--- config.mk ---
export PLATFORM = sky130hd
export DESIGN_NAME = assoc_cache_aging_lru
export DESIGN_NICKNAME = d
export VERILOG_FILES = /design/src/design/acal_pkg.sv /design/src/design/assoc_cache_aging_lru.sv
export SDC_FILE = /design/constraint.sdc
export NUM_CORES = 2
export LEC_CHECK = 0
export BUFFER_PORTS_ARGS = -buffer_cell sky130_fd_sc_hd__buf_2
export CAP_MARGIN = 20
export CORE_UTILIZATION = 58
export CTS_CLUSTER_DIAMETER = 100
export DETAILED_ROUTE_END_ITERATION = 10
export HOLD_SLACK_MARGIN = 0.1
export PLACE_DENSITY = 0.74
export SETUP_SLACK_MARGIN = 0.1
export SYNTH_ARGS = -nofsm -noshare
export SYNTH_HDL_FRONTEND = slang
export SYNTH_SLANG_ARGS = --single-unit
--- constraint.sdc ---
create_clock -name clock -period 13.1 [get_ports clock]
set_clock_uncertainty 0.2 [all_clocks]
set_input_delay 1.31 -clock clock [delete_from_list [all_inputs] [get_ports clock]]
set_output_delay 1.31 -clock clock [all_outputs]
set_load 0.1 [all_outputs]
--- src/design/acal_pkg.sv ---
// ----------------------------------------------------------------------------
// acal_pkg - shared types and microcode for the aging-LRU cache
// Sizes, widths, control word layout and the sequencer program ROM.
// ----------------------------------------------------------------------------
package acal_pkg;

   // sizes
   localparam int LINES        = 8;
   localparam int BLOCK_CELLS  = 4;
   localparam int MEMORY_CELLS = 128;

   // widths
   localparam int LINE_W = $clog2(LINES);
   localparam int OFF_W  = $clog2(BLOCK_CELLS);
   localparam int MEM_AW = $clog2(MEMORY_CELLS);
   localparam int TAG_W  = MEM_AW - OFF_W;
   localparam int AGE_W  = 3;
   localparam int CNT_W  = 16;
   localparam int DATA_W = 8;

   localparam logic [AGE_W-1:0] AGE_MAX   = '1;
   localparam logic [CNT_W-1:0] COUNT_MAX = '1;

   // operation codes
   localparam logic OP_READ  = 1'b0;
   localparam logic OP_WRITE = 1'b1;

   // program steps
   localparam int STEP_W = 3;
   localparam logic [STEP_W-1:0] STEP_CLEAR  = 3'd0;
   localparam logic [STEP_W-1:0] STEP_IDLE   = 3'd1;
   localparam logic [STEP_W-1:0] STEP_LOOKUP = 3'd2;
   localparam logic [STEP_W-1:0] STEP_FETCH  = 3'd3;
   localparam logic [STEP_W-1:0] STEP_LAST   = 3'd4;
   localparam logic [STEP_W-1:0] STEP_UPDATE = 3'd5;

   // jump conditions: taken jumps go to target, otherwise step + 1
   typedef enum logic [2:0] {
      JMP_NEVER,
      JMP_ALWAYS,
      JMP_NO_START,
      JMP_HIT,
      JMP_FETCH_MORE,
      JMP_CLEAR_MORE
   } jump_type;

   typedef struct packed {
      logic             clr_wr;   // write zero at cnt during clearing pass
      logic             latch;    // take request on a start transfer
      logic             lookup;   // register hit and line
      logic             mem_rd;   // read backing memory at tag, cnt
      logic             cap;      // store read data into line cell cnt-1
      logic             update;   // ages, tag, write, counters, response
      logic             cnt_inc;
      logic             cnt_clr;
      jump_type         jump;
      logic [STEP_W-1:0] target;
   } ctrl_type;

   // program ROM
   function automatic ctrl_type ucode(input logic [STEP_W-1:0] step);
      ctrl_type w;
      w = '0;
      w.jump = JMP_NEVER;
      unique case (step)
         STEP_CLEAR: begin
            w.clr_wr  = 1'b1;
            w.cnt_inc = 1'b1;
            w.jump    = JMP_CLEAR_MORE;
            w.target  = STEP_CLEAR;
         end
         STEP_IDLE: begin
            w.latch  = 1'b1;
            w.jump   = JMP_NO_START;
            w.target = STEP_IDLE;
         end
         STEP_LOOKUP: begin
            w.lookup  = 1'b1;
            w.mem_rd  = 1'b1;
            w.cnt_inc = 1'b1;
            w.jump    = JMP_HIT;
            w.target  = STEP_UPDATE;
         end
         STEP_FETCH: begin
            w.cap     = 1'b1;
            w.mem_rd  = 1'b1;
            w.cnt_inc = 1'b1;
            w.jump    = JMP_FETCH_MORE;
            w.target  = STEP_FETCH;
         end
         STEP_LAST: begin
            w.cap     = 1'b1;
            w.cnt_clr = 1'b1;
         end
         STEP_UPDATE: begin
            w.update  = 1'b1;
            w.cnt_clr = 1'b1;
            w.jump    = JMP_ALWAYS;
            w.target  = STEP_IDLE;
         end
         default: begin
            w.jump   = JMP_ALWAYS;
            w.target = STEP_IDLE;
         end
      endcase
      return w;
   endfunction

   function automatic logic [CNT_W-1:0] sat_inc(input logic [CNT_W-1:0] v);
      return (v == COUNT_MAX) ? v : v + 1'b1;
   endfunction

endpackage

--- src/design/assoc_cache_aging_lru.sv ---
// ----------------------------------------------------------------------------
// assoc_cache_aging_lru - fully associative cache with aging replacement
// Eight-line write-through, write-allocate cache over a byte backing memory,
// run by a microcoded sequencer: a step counter walks a control ROM.
// ----------------------------------------------------------------------------
// Flow: IDLE latches a start transfer and LOOKUP registers hit and line; a
// hit goes on to UPDATE, a miss first fetches the block from the single-port
// memory in LOOKUP, FETCH and LAST; rsp_strobe is registered from UPDATE.
// A new start is taken once rsp_strobe is high; the receiver cannot stall.
// Reset: a clearing pass zeroes all MEMORY_CELLS (128) memory cells with
// busy high; valid bits, ages and counters clear at once.
// ----------------------------------------------------------------------------
module assoc_cache_aging_lru
   import acal_pkg::*;
(
   input  logic              clock,
   input  logic              reset,
   input  logic              start,
   output logic              busy,
   input  logic              req_operation,
   input  logic [MEM_AW-1:0] req_address,
   input  logic [DATA_W-1:0] req_write_data,
   output logic              rsp_strobe,
   output logic              rsp_hit,
   output logic [TAG_W-1:0]  rsp_block_number,
   output logic [LINE_W-1:0] rsp_line_index,
   output logic [OFF_W-1:0]  rsp_cell_offset,
   output logic [DATA_W-1:0] rsp_cell_value,
   output logic [CNT_W-1:0]  rsp_kind_hits,
   output logic [CNT_W-1:0]  rsp_kind_misses
);

   // sequencer
   logic [STEP_W-1:0] step_ff, step_in;
   logic [MEM_AW-1:0] cnt_ff;
   ctrl_type          cw;

   // request
   logic              op_ff;
   logic [MEM_AW-1:0] addr_ff;
   logic [DATA_W-1:0] data_ff;
   logic [TAG_W-1:0]  tag;
   logic [OFF_W-1:0]  off;

   // cache lines
   logic [LINES-1:0]  valid_ff;
   logic [TAG_W-1:0]  tag_ff   [LINES];
   logic [DATA_W-1:0] cells_ff [LINES][BLOCK_CELLS];
   logic [AGE_W-1:0]  age_ff   [LINES];

   // lookup
   logic              hit_ff, hit_c;
   logic [LINE_W-1:0] line_ff, line_c, match_idx, victim;

   // backing memory
   logic [DATA_W-1:0] mem [MEMORY_CELLS];
   logic [DATA_W-1:0] mem_q_ff;
   logic [MEM_AW-1:0] mem_addr;
   logic              mem_we;
   logic [DATA_W-1:0] mem_wd;

   // counters
   logic [CNT_W-1:0]  rd_hit_ff, rd_miss_ff, wr_hit_ff, wr_miss_ff;
   logic [CNT_W-1:0]  rd_hit_in, rd_miss_in, wr_hit_in, wr_miss_in;

   // response registers
   logic              rsp_strobe_ff, rsp_hit_ff;
   logic [TAG_W-1:0]  rsp_tag_ff;
   logic [LINE_W-1:0] rsp_line_ff;
   logic [OFF_W-1:0]  rsp_off_ff;
   logic [DATA_W-1:0] rsp_value_ff;
   logic [CNT_W-1:0]  rsp_hits_ff, rsp_misses_ff;

   assign cw   = ucode(step_ff);
   assign busy = (step_ff != STEP_IDLE);
   assign tag  = addr_ff[MEM_AW-1:OFF_W];
   assign off  = addr_ff[OFF_W-1:0];

   // hit search and victim choice
   always_comb begin
      logic             found, free;
      logic [AGE_W-1:0] best_age;
      logic [LINE_W-1:0] free_idx, best_idx;
      found     = 1'b0;
      free      = 1'b0;
      match_idx = '0;
      free_idx  = '0;
      best_idx  = '0;
      best_age  = age_ff[0];
      for (int i = 0; i < LINES; i++) begin
         if (!found && valid_ff[i] && (tag_ff[i] == tag)) begin
            found     = 1'b1;
            match_idx = LINE_W'(i);
         end
         if (!free && !valid_ff[i]) begin
            free     = 1'b1;
            free_idx = LINE_W'(i);
         end
         if (age_ff[i] > best_age) begin
            best_age = age_ff[i];
            best_idx = LINE_W'(i);
         end
      end
      hit_c  = found;
      victim = free ? free_idx : best_idx;
      line_c = found ? match_idx : victim;
   end

   // next step
   always_comb begin
      logic take;
      unique case (cw.jump)
         JMP_NEVER:      take = 1'b0;
         JMP_ALWAYS:     take = 1'b1;
         JMP_NO_START:   take = !start;
         JMP_HIT:        take = hit_c;
         JMP_FETCH_MORE: take = (cnt_ff != MEM_AW'(BLOCK_CELLS - 1));
         JMP_CLEAR_MORE: take = (cnt_ff != MEM_AW'(MEMORY_CELLS - 1));
         default:        take = 1'b0;
      endcase
      step_in = take ? cw.target : step_ff + 1'b1;
   end

   // saturating counters
   always_comb begin
      rd_hit_in  = rd_hit_ff;
      rd_miss_in = rd_miss_ff;
      wr_hit_in  = wr_hit_ff;
      wr_miss_in = wr_miss_ff;
      priority if (op_ff == OP_WRITE && hit_ff) wr_hit_in  = sat_inc(wr_hit_ff);
      else if (op_ff == OP_WRITE)               wr_miss_in = sat_inc(wr_miss_ff);
      else if (hit_ff)                          rd_hit_in  = sat_inc(rd_hit_ff);
      else                                      rd_miss_in = sat_inc(rd_miss_ff);
   end

   // memory port select
   always_comb begin
      mem_we = cw.clr_wr || (cw.update && op_ff == OP_WRITE);
      mem_wd = cw.clr_wr ? '0 : data_ff;
      priority if (cw.clr_wr) mem_addr = cnt_ff;
      else if (cw.update)     mem_addr = addr_ff;
      else                    mem_addr = {tag, cnt_ff[OFF_W-1:0]};
   end

   // backing memory, single port, registered read
   always_ff @(posedge clock) begin
      if (mem_we) begin
         mem[mem_addr] <= mem_wd;
      end
      mem_q_ff <= mem[mem_addr];
   end

   // sequencer and control state
   always_ff @(posedge clock) begin
      if (reset) begin
         step_ff       <= STEP_CLEAR;
         cnt_ff        <= '0;
         valid_ff      <= '0;
         rsp_strobe_ff <= 1'b0;
         rd_hit_ff     <= '0;
         rd_miss_ff    <= '0;
         wr_hit_ff     <= '0;
         wr_miss_ff    <= '0;
         for (int i = 0; i < LINES; i++) begin
            age_ff[i] <= '0;
         end
      end else begin
         step_ff       <= step_in;
         rsp_strobe_ff <= cw.update;
         priority if (cw.cnt_clr) cnt_ff <= '0;
         else if (cw.cnt_inc)     cnt_ff <= cnt_ff + 1'b1;
         else                     cnt_ff <= cnt_ff;
         if (cw.update) begin
            valid_ff[line_ff] <= 1'b1;
            rd_hit_ff  <= rd_hit_in;
            rd_miss_ff <= rd_miss_in;
            wr_hit_ff  <= wr_hit_in;
            wr_miss_ff <= wr_miss_in;
            for (int i = 0; i < LINES; i++) begin
               if (LINE_W'(i) == line_ff) begin
                  age_ff[i] <= '0;
               end else if (age_ff[i] != AGE_MAX) begin
                  age_ff[i] <= age_ff[i] + 1'b1;
               end
            end
         end
      end
   end

   // request, lookup, line data and response payload
   always_ff @(posedge clock) begin
      if (cw.latch && start) begin
         op_ff   <= req_operation;
         addr_ff <= req_address;
         data_ff <= req_write_data;
      end
      if (cw.lookup) begin
         hit_ff  <= hit_c;
         line_ff <= line_c;
      end
      if (cw.cap) begin
         cells_ff[line_ff][cnt_ff[OFF_W-1:0] - 1'b1] <= mem_q_ff;
      end
      if (cw.update) begin
         tag_ff[line_ff] <= tag;
         if (op_ff == OP_WRITE) begin
            cells_ff[line_ff][off] <= data_ff;
         end
         rsp_hit_ff   <= hit_ff;
         rsp_tag_ff   <= tag;
         rsp_line_ff  <= line_ff;
         rsp_off_ff   <= off;
         rsp_value_ff <= (op_ff == OP_WRITE) ? data_ff : cells_ff[line_ff][off];
         if (op_ff == OP_WRITE) begin
            rsp_hits_ff   <= wr_hit_in;
            rsp_misses_ff <= wr_miss_in;
         end else begin
            rsp_hits_ff   <= rd_hit_in;
            rsp_misses_ff <= rd_miss_in;
         end
      end
   end

   assign rsp_strobe       = rsp_strobe_ff;
   assign rsp_hit          = rsp_hit_ff;
   assign rsp_block_number = rsp_tag_ff;
   assign rsp_line_index   = rsp_line_ff;
   assign rsp_cell_offset  = rsp_off_ff;
   assign rsp_cell_value   = rsp_value_ff;
   assign rsp_kind_hits    = rsp_hits_ff;
   assign rsp_kind_misses  = rsp_misses_ff;

endmodule
==> results.md <==
- CP top delay family: compound AO/OA/AOI/OAI gates
- Worst reg2reg startpoint: age_ff[0][1]$_SDFFCE_PN0P_
- Vias per inst: around 6.5
- N_diodes: 0
- DRT Pass-1 Iters: 6
- Flops & latches, synth: ~1500
- HPWL after DPL: between 80000 and 90000 um
- Filler cells: approximately 7200
- Tmin final: 10460 ps
- Least-Margin Pin Slew: 1250 ps
- Max-slew violations: 0
- Grt met3 use: 0.0568
- Clk sink count: roughly 1500
- Gr usage total: 0.283
- CP bufs+invs: 1
- Power per cell area: about 200 mW/mm^2
- Setup TNS: 0 ps
- Clk root buf: clkbuf_16
- Vias after detailed routing: ~36000
- Final setup viols: 0
- CTS tree: yes
- Worst-path maximum fanout: 8
- First-pass GRT wire length: 221000 um
- CP Class: reg -> reg
- I/O pins: 72
- Grt total ovfl: 0
- Fin crit share: 0.799
- R2R setup slack: around 2600 ps
- Synth Net Count: between 3000 and 4000
- Max VDD drop: around 0.00018 V
- Crit-path slowest cell: a32oi_1
- Synthesized area per cell: around 16 sq um
- DR DRC count: 0
- Hold path depth: 2
- Core region area: 0.104 sq mm
- CTS Hold Bufs: 0
- Seq/Total Area, Yosys: 0.731
- Cell Area, Synth: ~0.061 sq mm
- Mapped Cells: about 3900
- Drt initial violations: between 4000 and 5000
- RSZ-0062 raised after global routing: false
- Post-synth ARST share: 0
- Worst hold path class: reg -> reg
- Number of global-route vias before repair: 34305
- Ratio of cells with drive above 1 in the final layout: 0.125
- FP Rows: roughly 120
- Placed cell count: 5203
- Reg2reg path depth: 43
- Min-Delay Endpoint: wr_hit_ff[15]$_SDFFE_PP0P_
- Crit. End Element: register
- Main synth FF type: edfxtp_1
- Synth warn: 0
- Final setup margin: 2640 ps
- Slew headroom: 0.167
- Hold path startpoint: wr_hit_ff[15]$_SDFFE_PP0P_
- Port bufs: slightly above 70
- Syn-to-layout area delta: 10.6%
- Util after Layout: 0.647
- Max Root-Sink Buffers: 3
- Commonest cells post-synth: edfxtp_1 (1415), nor2_1 (341), a22oi_1 (261), nand2_1 (239), mux2i_1 (207)
- Worst EP arrival: around 11000 ps
- Dpl ws: 2800 ps
- Top-count cell post-synth: edfxtp_1
- Yosys cell types: 75
- WL final: 150000 um
- Static Leak: around 22 nW
- F_max: 95.6 MHz
- GR Util met1: 0.392
- Initial Utilization: 0.585
- Req. time, crit path: 13540 ps
- GRT Max-Usage Layer: met2
- Area leader, netlist: edfxtp_1
- Non-filler cells, final: roughly 5500
- Die X: between 300 and 400 um
- Gp weighted congestion: between 0.8 and 0.9
- Worst-Skew Late Latency: approximately 770 ps
- Outcome: completed
- Wire per inst: around 27 um
- CP startpoint kind: register
- Dominant cells by area after synthesis: edfxtp_1 (70%), mux2i_1 (3.4%), a22oi_1 (3.2%)
- CTS buffer count: roughly 150
- Die area: roughly 0.11 sq mm
- Largest net degree at the start of global routing: roughly 130
- Critical path's largest stage delay: between 400 and 500 ps
- Number of synthesized flops with an enable pin: approximately 1400
- Max-cap check violation count: 0
- CTS resizes: 0
- Worst-path clk slew: ~60 ps
- Final Net Count: between 4000 and 5000
- CTS H-Tree Depth: 4
- ANT nets after route: 0
- Synth top area share: 0.700
- Die H: ~330 um
- # Post-CTS Setup Buffers: 0
- Fin. Hold Viols: 0
- Initial antenna violation count: 3
- GR Util met2: 0.442
==> routing by layer <==
metal,vias up,part of all wire
li1,15454,-
met1,17744,0.38
met2,2038,0.47
met3,370,0.11
met4,6,0.040
met5,-,0.00027
==> layout make-up <==
| cell class | count | area (sq um) | share of cell area |
|---|---|---|---|
| tap | 1380 | 1730 | 0.0257 |
| timing repair buffer | 140 | 886 | 0.0132 |
| inverter | 32 | 121 | 0.00181 |
| multi-input combinational | 2142 | 15400 | 0.229 |
| clock inverter | 82 | 681 | 0.0101 |
| clock buffer | 185 | 3950 | 0.0588 |
| sequential | 1509 | 44400 | 0.661 |
==> per-stage QoR <==
stage	power [mW]	area, sq um	hold WS [ps]
after detailed placement	9.67	62500	273
after floorplan	8.32	60700	245
after global routing	14.1	67100	316
final	13.7	67100	280
after CTS	13.7	67100	281
after global placement	9.59	62500	260
==> power by group <==
| part | switching, mW | total [mW] | leakage [nW] | internal, mW |
|---|---|---|---|---|
| registers | 0.120 | 6.06 | 13.7 | 5.94 |
| logic | 2.61 | 3.62 | 5.53 | 1.01 |
| clock network | 1.80 | 4.07 | 2.27 | 2.27 |
| total | 4.53 | 13.7 | 21.5 | 9.22 |
==> worst min-delay path, cell delays in order, from the launching register on <==
cell     delay, ps
dfxtp_1        320
nand2_1         60
a21oi_1         50
==> cells in the final DEF, fill, tap and decap left out, types with 11 or more instances in the layout <==
cell type,n
o21ai_0,103
a31oi_1,36
mux2i_1,205
nand3_1,64
clkinv_2,24
a41o_1,18
nand2_1,238
nor4_1,25
edfxtp_1,1415
xnor2_1,53
and3_1,22
mux4_2,80
o22ai_1,87
clkbuf_1,30
or4_1,11
ha_1,51
and2_1,31
clkbuf_16,151
nor3_1,25
buf_4,68
dfxtp_1,92
nand4_1,45
clkinv_1,36
nand2b_1,17
mux2_2,41
xor2_1,79
nor2_1,336
o21a_1,14
buf_2,71
a22oi_1,261
or2_2,12
a21oi_1,111
inv_1,31
a41oi_1,21
==> state kept, by name, indices dropped and copies added, names as in the netlist, 7 cells and up, named ones only <==
register         cells
rd_hit_ff           16
rsp_kind_misses     16
mem_q_ff             8
tag_ff              40
cnt_ff               7
data_ff              8
age_ff              24
mem               1024
wr_hit_ff           16
rsp_cell_value       8
addr_ff              7
cells_ff           256
valid_ff             8
wr_miss_ff          16
rsp_kind_hits       16
rd_miss_ff          16
==> worst max-delay path by stage <==
stage | from | end | slack (ps) | cells after the start
floorplan | age_ff[0][1]$_SDFFCE_PN0P_ | register | 4010 | 43
global placement | age_ff[0][1]$_SDFFCE_PN0P_ | register | 3190 | 43
detailed placement | age_ff[0][1]$_SDFFCE_PN0P_ | register | 2800 | 43
CTS | age_ff[0][1]$_SDFFCE_PN0P_ | register | 2760 | 43
global route | age_ff[0][1]$_SDFFCE_PN0P_ | register | 1750 | 43
finish | age_ff[0][1]$_SDFFCE_PN0P_ | register | 2640 | 43
==> logic make-up after synthesis <==
group / after synthesis / synth area share
simple gates: 881 / 0.0660
flops: 1509 / 0.731
xor+xnor: 132 / 0.0191
fa+ha+maj: 51 / 0.0105
compound gates: 749 / 0.0840
mux: 329 / 0.0716
buf+inv: 247 / 0.0177
No activity file was read; power rests on OpenSTA's default activity.
